<file path="src/rtl/utf8d_pkg.sv">
`default_nettype none

package utf8d_pkg;

    localparam int unsigned ACC_W  = 31;
    localparam int unsigned CHAR_W = 16;
    localparam int unsigned POS_W  = 16;
    localparam int unsigned LIM_W  = 16;

    localparam logic [7:0]        CONT_MASK  = 8'hc0;
    localparam logic [7:0]        CONT_TAG   = 8'h80;
    localparam logic [ACC_W-1:0]  FIRST_PRINT = 31'h20;
    localparam logic [ACC_W-1:0]  DEL_CODE    = 31'h7f;
    localparam logic [ACC_W-1:0]  PLANE1_BASE = 31'h10000;
    localparam logic [CHAR_W-1:0] SUBST_CHAR  = 16'h0024;

    localparam logic [2:0] MAX_CONT = 3'd5;

    // decoder state that does not depend on the limit width
    typedef struct packed {
        logic [2:0]       bytes_expected;
        logic             sequence_bad;
        logic [ACC_W-1:0] code_acc;
        logic             stopped;
    } t_dec_state;

    typedef struct packed {
        logic [CHAR_W-1:0] char_code;
        logic              replaced;
        logic [POS_W-1:0]  out_position;
        logic              reached_limit;
    } t_result;

endpackage

`default_nettype wire

</file>
<file path="src/rtl/utf8d_step.sv">
`default_nettype none

module utf8d_step
    import utf8d_pkg::*;
#(
    parameter int unsigned LIMIT_BITS = 16
) (
    input  wire t_dec_state            i_state,
    input  wire logic [LIMIT_BITS-1:0] i_count,
    input  wire logic [7:0]            i_byte,
    input  wire logic [LIM_W-1:0]      i_limit,
    output t_dec_state                 o_state,
    output logic [LIMIT_BITS-1:0]      o_count,
    output logic                       o_valid,
    output t_result                    o_result
);

    localparam int unsigned LW = (LIMIT_BITS < LIM_W) ? LIMIT_BITS : LIM_W;

    logic                  w_complete;
    logic [LIMIT_BITS-1:0] w_limit;
    logic [LIMIT_BITS:0]   w_next;
    logic                  w_full;
    logic                  w_rep;
    logic [POS_W-1:0]      w_pos;
    logic [ACC_W-1:0]      w_acc;

    always_comb begin
        o_state    = i_state;
        w_complete = 1'b0;
        if (!i_state.stopped) begin
            if (i_state.bytes_expected == 3'd0) begin
                o_state.sequence_bad = 1'b0;
                priority if (!i_byte[7]) begin
                    o_state.code_acc       = {24'd0, i_byte[6:0]};
                    o_state.bytes_expected = 3'd0;
                    w_complete             = 1'b1;
                end else if (i_byte[7:5] == 3'b110) begin
                    o_state.code_acc       = {26'd0, i_byte[4:0]};
                    o_state.bytes_expected = 3'd1;
                end else if (i_byte[7:4] == 4'b1110) begin
                    o_state.code_acc       = {27'd0, i_byte[3:0]};
                    o_state.bytes_expected = 3'd2;
                end else if (i_byte[7:3] == 5'b11110) begin
                    o_state.code_acc       = {28'd0, i_byte[2:0]};
                    o_state.bytes_expected = 3'd3;
                end else if (i_byte[7:2] == 6'b111110) begin
                    o_state.code_acc       = {29'd0, i_byte[1:0]};
                    o_state.bytes_expected = 3'd4;
                end else if (i_byte[7:1] == 7'b1111110) begin
                    o_state.code_acc       = {30'd0, i_byte[0]};
                    o_state.bytes_expected = MAX_CONT;
                end else begin
                    // stray continuation, 0xfe or 0xff: drop, keep accumulator
                    o_state.sequence_bad = 1'b1;
                end
            end else if ((i_byte & CONT_MASK) == CONT_TAG) begin
                o_state.code_acc       = {i_state.code_acc[ACC_W-7:0], i_byte[5:0]};
                o_state.bytes_expected = i_state.bytes_expected - 3'd1;
                w_complete             = (i_state.bytes_expected == 3'd1);
            end else begin
                o_state.bytes_expected = 3'd0;
                o_state.sequence_bad   = 1'b1;
            end
        end
        // limit filled: ignore the rest of the string
        if (w_complete && w_full) begin
            o_state.stopped = 1'b1;
        end
    end

    assign w_acc = o_state.code_acc;

    always_comb begin
        w_limit          = '0;
        w_limit[LW-1:0]  = i_limit[LW-1:0];
        w_pos            = '0;
        w_pos[LW-1:0]    = i_count[LW-1:0];
    end

    assign w_next = {1'b0, i_count} + {{LIMIT_BITS{1'b0}}, 1'b1};
    assign w_full = w_next >= {1'b0, w_limit};
    assign w_rep  = !((w_acc >= FIRST_PRINT) && (w_acc != DEL_CODE) && (w_acc < PLANE1_BASE));

    assign o_valid                = w_complete;
    assign o_result.char_code     = w_rep ? SUBST_CHAR : w_acc[CHAR_W-1:0];
    assign o_result.replaced      = w_rep;
    assign o_result.out_position  = w_pos;
    assign o_result.reached_limit = w_full;

    always_comb begin
        o_count = i_count;
        if (w_complete) begin
            o_count = w_next[LIMIT_BITS-1:0];
        end
    end

endmodule

`default_nettype wire

</file>
<file path="src/rtl/utf8_stream_decoder_core.sv">
// UTF-8 stream decoder.
// Slave channel: one byte per request; tdata carries in_byte and out_limit,
// tlast marks the final byte of a string. The decoder state (sequence,
// accumulator, emitted count, stop flag) returns to zero after a tlast byte.
// Master channel: one decoded character per request; tdata carries
// char_code and out_position, tuser is the replaced flag, tlast is
// reached_limit (the character that filled the output limit).
// Bytes that do not finish a character give no result.
// Throughput: one byte per cycle while s_tready is high. Results are
// registered: the decode step is a single combinational pass from the
// state registers into the result register or the skid entry.
// Stall: a result register plus one skid entry; s_tready drops only when
// both hold results, so a byte is still taken in the cycle the receiver
// first stalls. Reset (synchronous, active low) clears decoder state and
// both valid flags; nothing else is needed before the first byte.
`default_nettype none

module utf8_stream_decoder_core
    import utf8d_pkg::*;
#(
    parameter int unsigned LIMIT_BITS = 16
) (
    input  wire logic        i_clk,
    input  wire logic        i_rst_n,
    input  wire logic        s_tvalid,
    output logic             s_tready,
    input  wire logic [23:0] s_tdata,   // [7:0] in_byte, [23:8] out_limit
    input  wire logic        s_tlast,   // last_byte
    output logic             m_tvalid,
    input  wire logic        m_tready,
    output logic [31:0]      m_tdata,   // [15:0] char_code, [31:16] out_position
    output logic             m_tuser,   // replaced
    output logic             m_tlast    // reached_limit
);

    t_dec_state            r_state, n_state, w_step_state;
    logic [LIMIT_BITS-1:0] r_count, n_count, w_step_count;
    logic                  w_step_valid;
    t_result               w_step_res;

    t_result r_out, n_out, r_skid, n_skid;
    logic    r_out_valid, n_out_valid, r_skid_valid, n_skid_valid;

    logic w_in_acc;
    logic w_out_take;

    utf8d_step #(
        .LIMIT_BITS(LIMIT_BITS)
    ) u_step (
        .i_state (r_state),
        .i_count (r_count),
        .i_byte  (s_tdata[7:0]),
        .i_limit (s_tdata[23:8]),
        .o_state (w_step_state),
        .o_count (w_step_count),
        .o_valid (w_step_valid),
        .o_result(w_step_res)
    );

    assign s_tready   = !r_skid_valid;
    assign w_in_acc   = s_tvalid && s_tready;
    assign w_out_take = r_out_valid && m_tready;

    always_comb begin
        n_state = r_state;
        n_count = r_count;
        if (w_in_acc) begin
            if (s_tlast) begin
                n_state = '0;
                n_count = '0;
            end else begin
                n_state = w_step_state;
                n_count = w_step_count;
            end
        end
    end

    always_comb begin
        n_out        = r_out;
        n_skid       = r_skid;
        n_out_valid  = r_out_valid;
        n_skid_valid = r_skid_valid;
        if (w_out_take) begin
            if (r_skid_valid) begin
                n_out        = r_skid;
                n_skid_valid = 1'b0;
            end else begin
                n_out_valid = 1'b0;
            end
        end
        if (w_in_acc && w_step_valid) begin
            if (!r_out_valid || w_out_take) begin
                n_out       = w_step_res;
                n_out_valid = 1'b1;
            end else begin
                n_skid       = w_step_res;
                n_skid_valid = 1'b1;
            end
        end
    end

    always_ff @(posedge i_clk) begin
        if (!i_rst_n) begin
            r_state      <= '0;
            r_count      <= '0;
            r_out_valid  <= 1'b0;
            r_skid_valid <= 1'b0;
        end else begin
            r_state      <= n_state;
            r_count      <= n_count;
            r_out_valid  <= n_out_valid;
            r_skid_valid <= n_skid_valid;
        end
    end

    always_ff @(posedge i_clk) begin
        r_out  <= n_out;
        r_skid <= n_skid;
    end

    assign m_tvalid = r_out_valid;
    assign m_tdata  = {r_out.out_position, r_out.char_code};
    assign m_tuser  = r_out.replaced;
    assign m_tlast  = r_out.reached_limit;

    a_bad_no_pending: assert property (@(posedge i_clk) disable iff (!i_rst_n)
        r_state.sequence_bad |-> (r_state.bytes_expected == 3'd0))
        else $error("abandoned sequence still awaits continuation bytes");

    a_cont_range: assert property (@(posedge i_clk) disable iff (!i_rst_n)
        r_state.bytes_expected <= MAX_CONT)
        else $error("continuation count out of range");

    a_skid_order: assert property (@(posedge i_clk) disable iff (!i_rst_n)
        r_skid_valid |-> r_out_valid)
        else $error("skid entry holds a result ahead of an empty output");

    a_string_reset: assert property (@(posedge i_clk) disable iff (!i_rst_n)
        (w_in_acc && s_tlast) |=>
            (r_state == '0) && (r_count == '0))
        else $error("state not cleared after last byte of string");

    a_stopped_quiet: assert property (@(posedge i_clk) disable iff (!i_rst_n)
        r_state.stopped |-> !w_step_valid)
        else $error("result produced after output limit");

endmodule

`default_nettype wire

</file>
<file path="config.mk">
export PLATFORM = sky130hd
export DESIGN_NAME = utf8_stream_decoder_core
export DESIGN_NICKNAME = d
export VERILOG_FILES = /design/src/rtl/utf8d_pkg.sv /design/src/rtl/utf8d_step.sv /design/src/rtl/utf8_stream_decoder_core.sv
export SDC_FILE = /design/constraint.sdc
export NUM_CORES = 1
export LEC_CHECK = 0
export BUFFER_PORTS_ARGS = -buffer_cell sky130_fd_sc_hd__buf_2
export CAP_MARGIN = 20
export CORE_ASPECT_RATIO = 0.75
export CORE_UTILIZATION = 59
export CTS_BUF_LIST = sky130_fd_sc_hd__clkbuf_16
export CTS_CLUSTER_SIZE = 16
export DETAILED_ROUTE_END_ITERATION = 7
export MAX_ROUTING_LAYER = met4
export PLACE_DENSITY = 0.82
export SYNTH_ARGS = -nofsm -noshare
export SYNTH_HDL_FRONTEND = slang
export SYNTH_SLANG_ARGS = --single-unit
</file>
<file path="constraint.sdc">
create_clock -name i_clk -period 3.6 [get_ports i_clk]
set_input_delay 0.36 -clock i_clk [delete_from_list [all_inputs] [get_ports i_clk]]
set_output_delay 0.36 -clock i_clk [all_outputs]
set_load 0.05 [all_outputs]
</file>
==> Word level (Yosys, flattened, before mapping) <==
Cells that the tools add are included.
{ "totals": {"ff_bits": 121, "in_bits": 29, "out_inout_bits": 36, "word_cells": 90} }
{ "classes": {"addsub": 2, "n_lt_le_gt_ge": 3, "n_eq_ne": 10, "n_mux": 43, "n_bitwise": 1, "reduce_logical": 17} }
{ "op_table": {"columns": ["op", "n"], "rows": [
  ["two-way mux 31 bit", 7],
  ["two-way mux 34 bit", 4],
  ["two-way mux 35 bit", 2],
  ["two-way mux 16 bit", 3],
  ["two-way mux 36 bit", 1],
  [">= comparator 31 x 6 -> 1 bit (second input constant)", 1],
  ["< comparator 31 x 17 -> 1 bit (second input constant)", 1],
  ["inequality test 31 x 7 -> 1 bit (second input constant)", 1],
  ["two-way mux 3 bit", 7],
  ["two-way mux 1 bit", 19],
  ["adder 16 x 1 -> 17 bit (second input constant)", 1],
  [">= comparator 17 x 16 -> 1 bit", 1],
  ["inequality test 8 bit (second input constant)", 1],
  ["equality test 7 bit (second input constant)", 1],
  ["equality test 6 bit (second input constant)", 1],
  ["logical AND 1 bit", 6],
  ["AND reduction 2 bit", 3],
  ["equality test 5 bit (second input constant)", 1],
  ["equality test 4 bit (second input constant)", 1],
  ["nonzero test 2 bit", 2],
  ["equality test 3 x 1 -> 1 bit (second input constant)", 1],
  ["equality test 3 bit (second input constant)", 1],
  ["zero test 1 bit", 3],
  ["zero test 3 bit", 1],
  ["6 further kinds", 6]
]} }

==> Logic depth before layout (Yosys ltp) <==
{ "depth": {"depth_word": 15, "depth_mapped": 14} }

==> Modules after synthesis <==
Synthesis repeated with hierarchy kept, for this count alone.
{ "hier_totals": {"cells_unflattened": 735, "hier_area_um2": 7255.7} }
{ "modules_own_cells": {"columns": ["module", "instances", "cells_per_inst", "area_per_inst_um2", "seq_area_each_um2"], "rows": [
  ["utf8_stream_decoder_core", 1, 389, 5001.0, 2782.7],
  ["utf8d_step", 1, 346, 2254.7, 0.0]
]} }

==> Worst setup path after synthesis <==
Ideal clock, no wire load.
{ "synth_timing": {"kind": "reg2reg", "startpoint": "register r_state[33] (netlist bit)", "endpoint": "register r_skid[0] (netlist bit), enable pin", "setup_time_ns": 0.425, "t_arrival_ns": 2.788, "required_time_ns": 3.175, "slack_ns": 0.387, "stages_incl_launch_ff": 7, "n_path_buf": 0, "cell_sequence": "dfxtp_1 inv_1 ha_1 nand4bb_1 a211o_1 nand2b_1 nor2_1"} }
{ "synth_between": {"elab_chain_cells": 6, "elab_cells_between_ends": 7} }
{ "synth_lines": {"columns": ["element", "line", "rtl"], "rows": [
  ["from (decl)", "utf8_stream_decoder_core.sv:36", "t_dec_state r_state, n_state, w_step_state;"],
  ["from (signal assigned)", "utf8_stream_decoder_core.sv:109", "r_state <= n_state;"],
  ["equality test 3 x 1 -> 1 bit", "utf8d_step.sv:60", "w_complete = (i_state.bytes_expected == 3'd1);"],
  ["two-way mux 1 bit", "utf8d_step.sv:57", "end else if ((i_byte & CONT_MASK) == CONT_TAG) begin"],
  ["two-way mux 1 bit *", "utf8d_step.sv:32", "if (i_state.bytes_expected == 3'd0) begin"],
  ["two-way mux 1 bit *", "utf8d_step.sv:31", "if (!i_state.stopped) begin"],
  ["logical AND 1 bit *", "utf8_stream_decoder_core.sv:91", "if (w_in_acc && w_step_valid) begin"],
  ["AND reduction 2 bit (no source line) *", null, null],
  ["to (signal assigned)", "utf8_stream_decoder_core.sv:118", "r_skid <= n_skid;"],
  ["to (decl)", "utf8_stream_decoder_core.sv:41", "t_result r_out, n_out, r_skid, n_skid;"]
]} }
Every way passes the cells marked *; elsewhere a longest branch is shown, timed or not.
A chain may end at the register's enable or synchronous reset.

==> results_dict.tcl <==
set metrics [dict create \
    outcome "complete, no violations" \
    crit_required_ns 3.75 \
    yosys-top-cells-count "87 x dfxtp_1, 48 x nor2b_1, 47 x nand2_1" \
    clkLatencyLatePin_ns 0.41 \
    synth_area_leaders "dfxtp_1 29%, edfxtp_1 17%, mux2i_1 5.2%" \
    first_pass_iters 6 \
    routedWlPerCell_um 19.1 \
    grt_max_degree 55 \
    final_max_slew_viol_count 0 \
    cts_sinks 121 \
    vdd_drop_max_mv 0.345 \
    drt_iter0_drc 510 \
    ys_seq_elements 121 \
    switching_power_mw 0.915 \
    use_met1_pct 44.2 \
    dieWidth_um 119 \
    clock.fmax_mhz 298 \
    reg2reg_slack_ns 0.25 \
    cts-root-buf "clkbuf_16" \
    grt_util_met3_pct 9.57 \
    synth_cells 630 \
    cts_tree "built" \
    swShare_pct 25.9 \
    syn_nets 679 \
    finalHoldViolCount 0 \
    ys_warn_count 0 \
    fin_crit_ns 3.35 \
    finClkSkew_ns 0.00867 \
    start_util_pct 61.6 \
    ys_seq_area_share_pct 45.9 \
    vias 5263 \
    cts_buffers 17 \
    ant_nets 0 \
    post-route-period-util_pct 93.2 \
    synth_edf_count 34 \
    yosysMostFrequentCell "dfxtp_1" \
    hpwlAfterDp_mm 10.8 \
    row_count 31 \
    grt.overflow.total 0 \
    grtUsageTotal_pct 31.8 \
    timing.setup.tns_ns 0 \
    routed_wl_mm 16.0 \
    grt_pass1_wl_mm 24.9 \
    critical_path_class "reg -> reg" \
    synthDominantCellAreaShare_pct 28.9 \
    synthDistinctLibCells 66 \
    gp_congestion 0.978 \
    p_seq_share_pct 40.7 \
    arrival_ns 3.51 \
    rsz0062_at_grt "no" \
    synth.largest_area_cell "dfxtp_1" \
    power.total_mw 3.54 \
    synthesis.area_mm2 0.00602 \
    antenna_found_initial 0 \
    top_usage_layer "met2" \
    cts_max_level 4 \
    n_fill_cell 727 \
    synth-main-ff-cell "dfxtp_1" \
    drive_gt1_share_pct 17.9 \
    setup_viol 0 \
    min_path_type "in -> reg" \
    postSynth.asyncResetShare_pct 0 \
    share_comb_of_total_power_pct 10.0 \
    intPower_mw 2.62 \
    syn2layout_area_growth_pct 18.0 \
    die_h_um 89.5 \
    end_kind "flip-flop" \
    portBuffers 64 \
    clockBufferDepth 2 \
    clkTransAtPathRegs_ns 0.06 \
    cp-start-kind "flip-flop" \
    avgSynthCellArea_um2 9.55 \
    maxSlewHeadroom_pct 32.6 \
    post_drt_via_cell_ratio 6.29 \
    grt.met2_usage_pct 44.9 \
    p_leak_nw 3.08 \
    io_pins 65 \
    clkPwrFrac_pct 49.3 \
    dieArea_mm2 0.0106 \
    core_mm2 0.00977 \
    power.density_mw_per_mm2 498 \
    multiInputGateArea_mm2 0.00304 \
    antenna_cells 0 \
    crit_fanout 15 \
    seqCellArea_mm2 0.00276 \
    grt_pass1_vias 4722 \
    worst_slew_pin_slew_ns 1.01 \
    finalNetCount 741 \
    drcViolationCount 0 \
    cts_setup_buffers 0 \
    drv_cap 0 \
]
layout make-up:
class                      count  share of cell area [%]
timing repair buffer          77                    6.06
multi-input combinational    447                    42.8
inverter                      28                    1.48
sequential                   121                    38.9
tap                          132                    2.33
clock inverter                15                    2.48
clock buffer                  17                    5.99
flip-flops by register name (all words and copies together), names as in the netlist:
signal and count:
r_state 35, r_skid 34, m_tdata 32, r_count 16
m_tlast 1, m_tuser 1, m_tvalid 1, r_skid_valid 1
metrics by stage:
step                util [%]  instance area (µm²)  std cells  worst slack (ns)  hold slack (ns)
floorplan                  -                 6020        630             0.387            0.444
global placement        66.4                 6490        805             0.546            0.457
detailed placement      66.4                 6490        805             0.368            0.464
CTS                     72.6                 7090        837             0.323            0.291
global route            72.7                 7100        837            0.0514            0.330
finish                  72.7                 7100        837             0.246            0.304
critical path, stage by stage, from the launching register on:
cell,delay (ns)
dfxtp_1,0.32
inv_1,0.09
ha_1,0.27
nor2b_1,0.48
o31ai_2,0.20
nor2_2,0.52
mux2i_1,0.53
nor2_1,0.10
a31oi_2,0.30
or2b_1,0.29
cells by family after synthesis:
| kind of cell | share of synthesized area [%] |
|---|---|
| AO/OA/AOI/OAI | 18.7 |
| XOR/XNOR | 2.04 |
| adder cells (fa/ha/maj) | 4.16 |
| buffers and inverters | 4.12 |
| flip-flops | 45.9 |
| multiplexers | 6.09 |
| AND/OR/NAND/NOR | 19.0 |
power by group through the flow:
stage                     Combinational, mW  Sequential, mW  Clock [mW]
after CTS                             0.346            1.44        1.74
after detailed placement              0.341            1.47           0
after global routing                  0.378            1.44        1.80
final                                 0.354            1.44        1.74
after floorplan                       0.178            1.53           0
after global placement                0.334            1.47           0
layer usage:
metal / vias to the layer above / wire length, µm / part of all wire, %
met3: 27 / 1840 / 11
met1: 2488 / 7220 / 45
met4: 0 / 178 / 1.1
li1: 2426 / - / -
met5: - / 0 / 0
met2: 322 / 6790 / 42
layout by cell type, fill, tap and decap left out, types with 5 or more instances in the layout:
cell | netlist | final
xnor2_1 | 7 | 7
inv_1 | 27 | 28
nand2b_1 | 6 | 6
nor3_1 | 13 | 11
nand2_1 | 47 | 47
nor4_1 | 9 | 9
nor2_1 | 31 | 30
buf_2 | 3 | 64
nand3b_1 | 6 | 6
nand3_1 | 11 | 10
a22oi_1 | 39 | 39
edfxtp_1 | 34 | 34
o31ai_1 | 7 | 7
mux2_2 | 5 | 5
xor2_1 | 7 | 7
a21o_1 | 9 | 9
nand4_1 | 5 | 5
and3_1 | 6 | 6
ha_1 | 20 | 20
and2_1 | 10 | 10
a21oi_1 | 21 | 20
nor2b_1 | 48 | 48
dfxtp_1 | 87 | 87
buf_4 | 1 | 12
a21boi_0 | 10 | 10
clkbuf_16 | 0 | 17
a22o_1 | 5 | 5
mux2i_1 | 31 | 31
o21ai_0 | 43 | 43
worst paths after layout:
check                   start  cells after the start     endpoint
setup / recovery  r_state[33]                      9   r_skid[20]
hold / removal     s_tdata[0]                      3   r_state[1]
setup reg to reg  r_state[33]                      9   r_skid[20]
hold reg to reg   r_state[34]                      2  r_state[34]
repair_timing:
action,in CTS,in global routing
hold buffers,0,0
setup endpoints to repair,0,2
resized for setup,0,2
(Power assumes the default switching activity.)
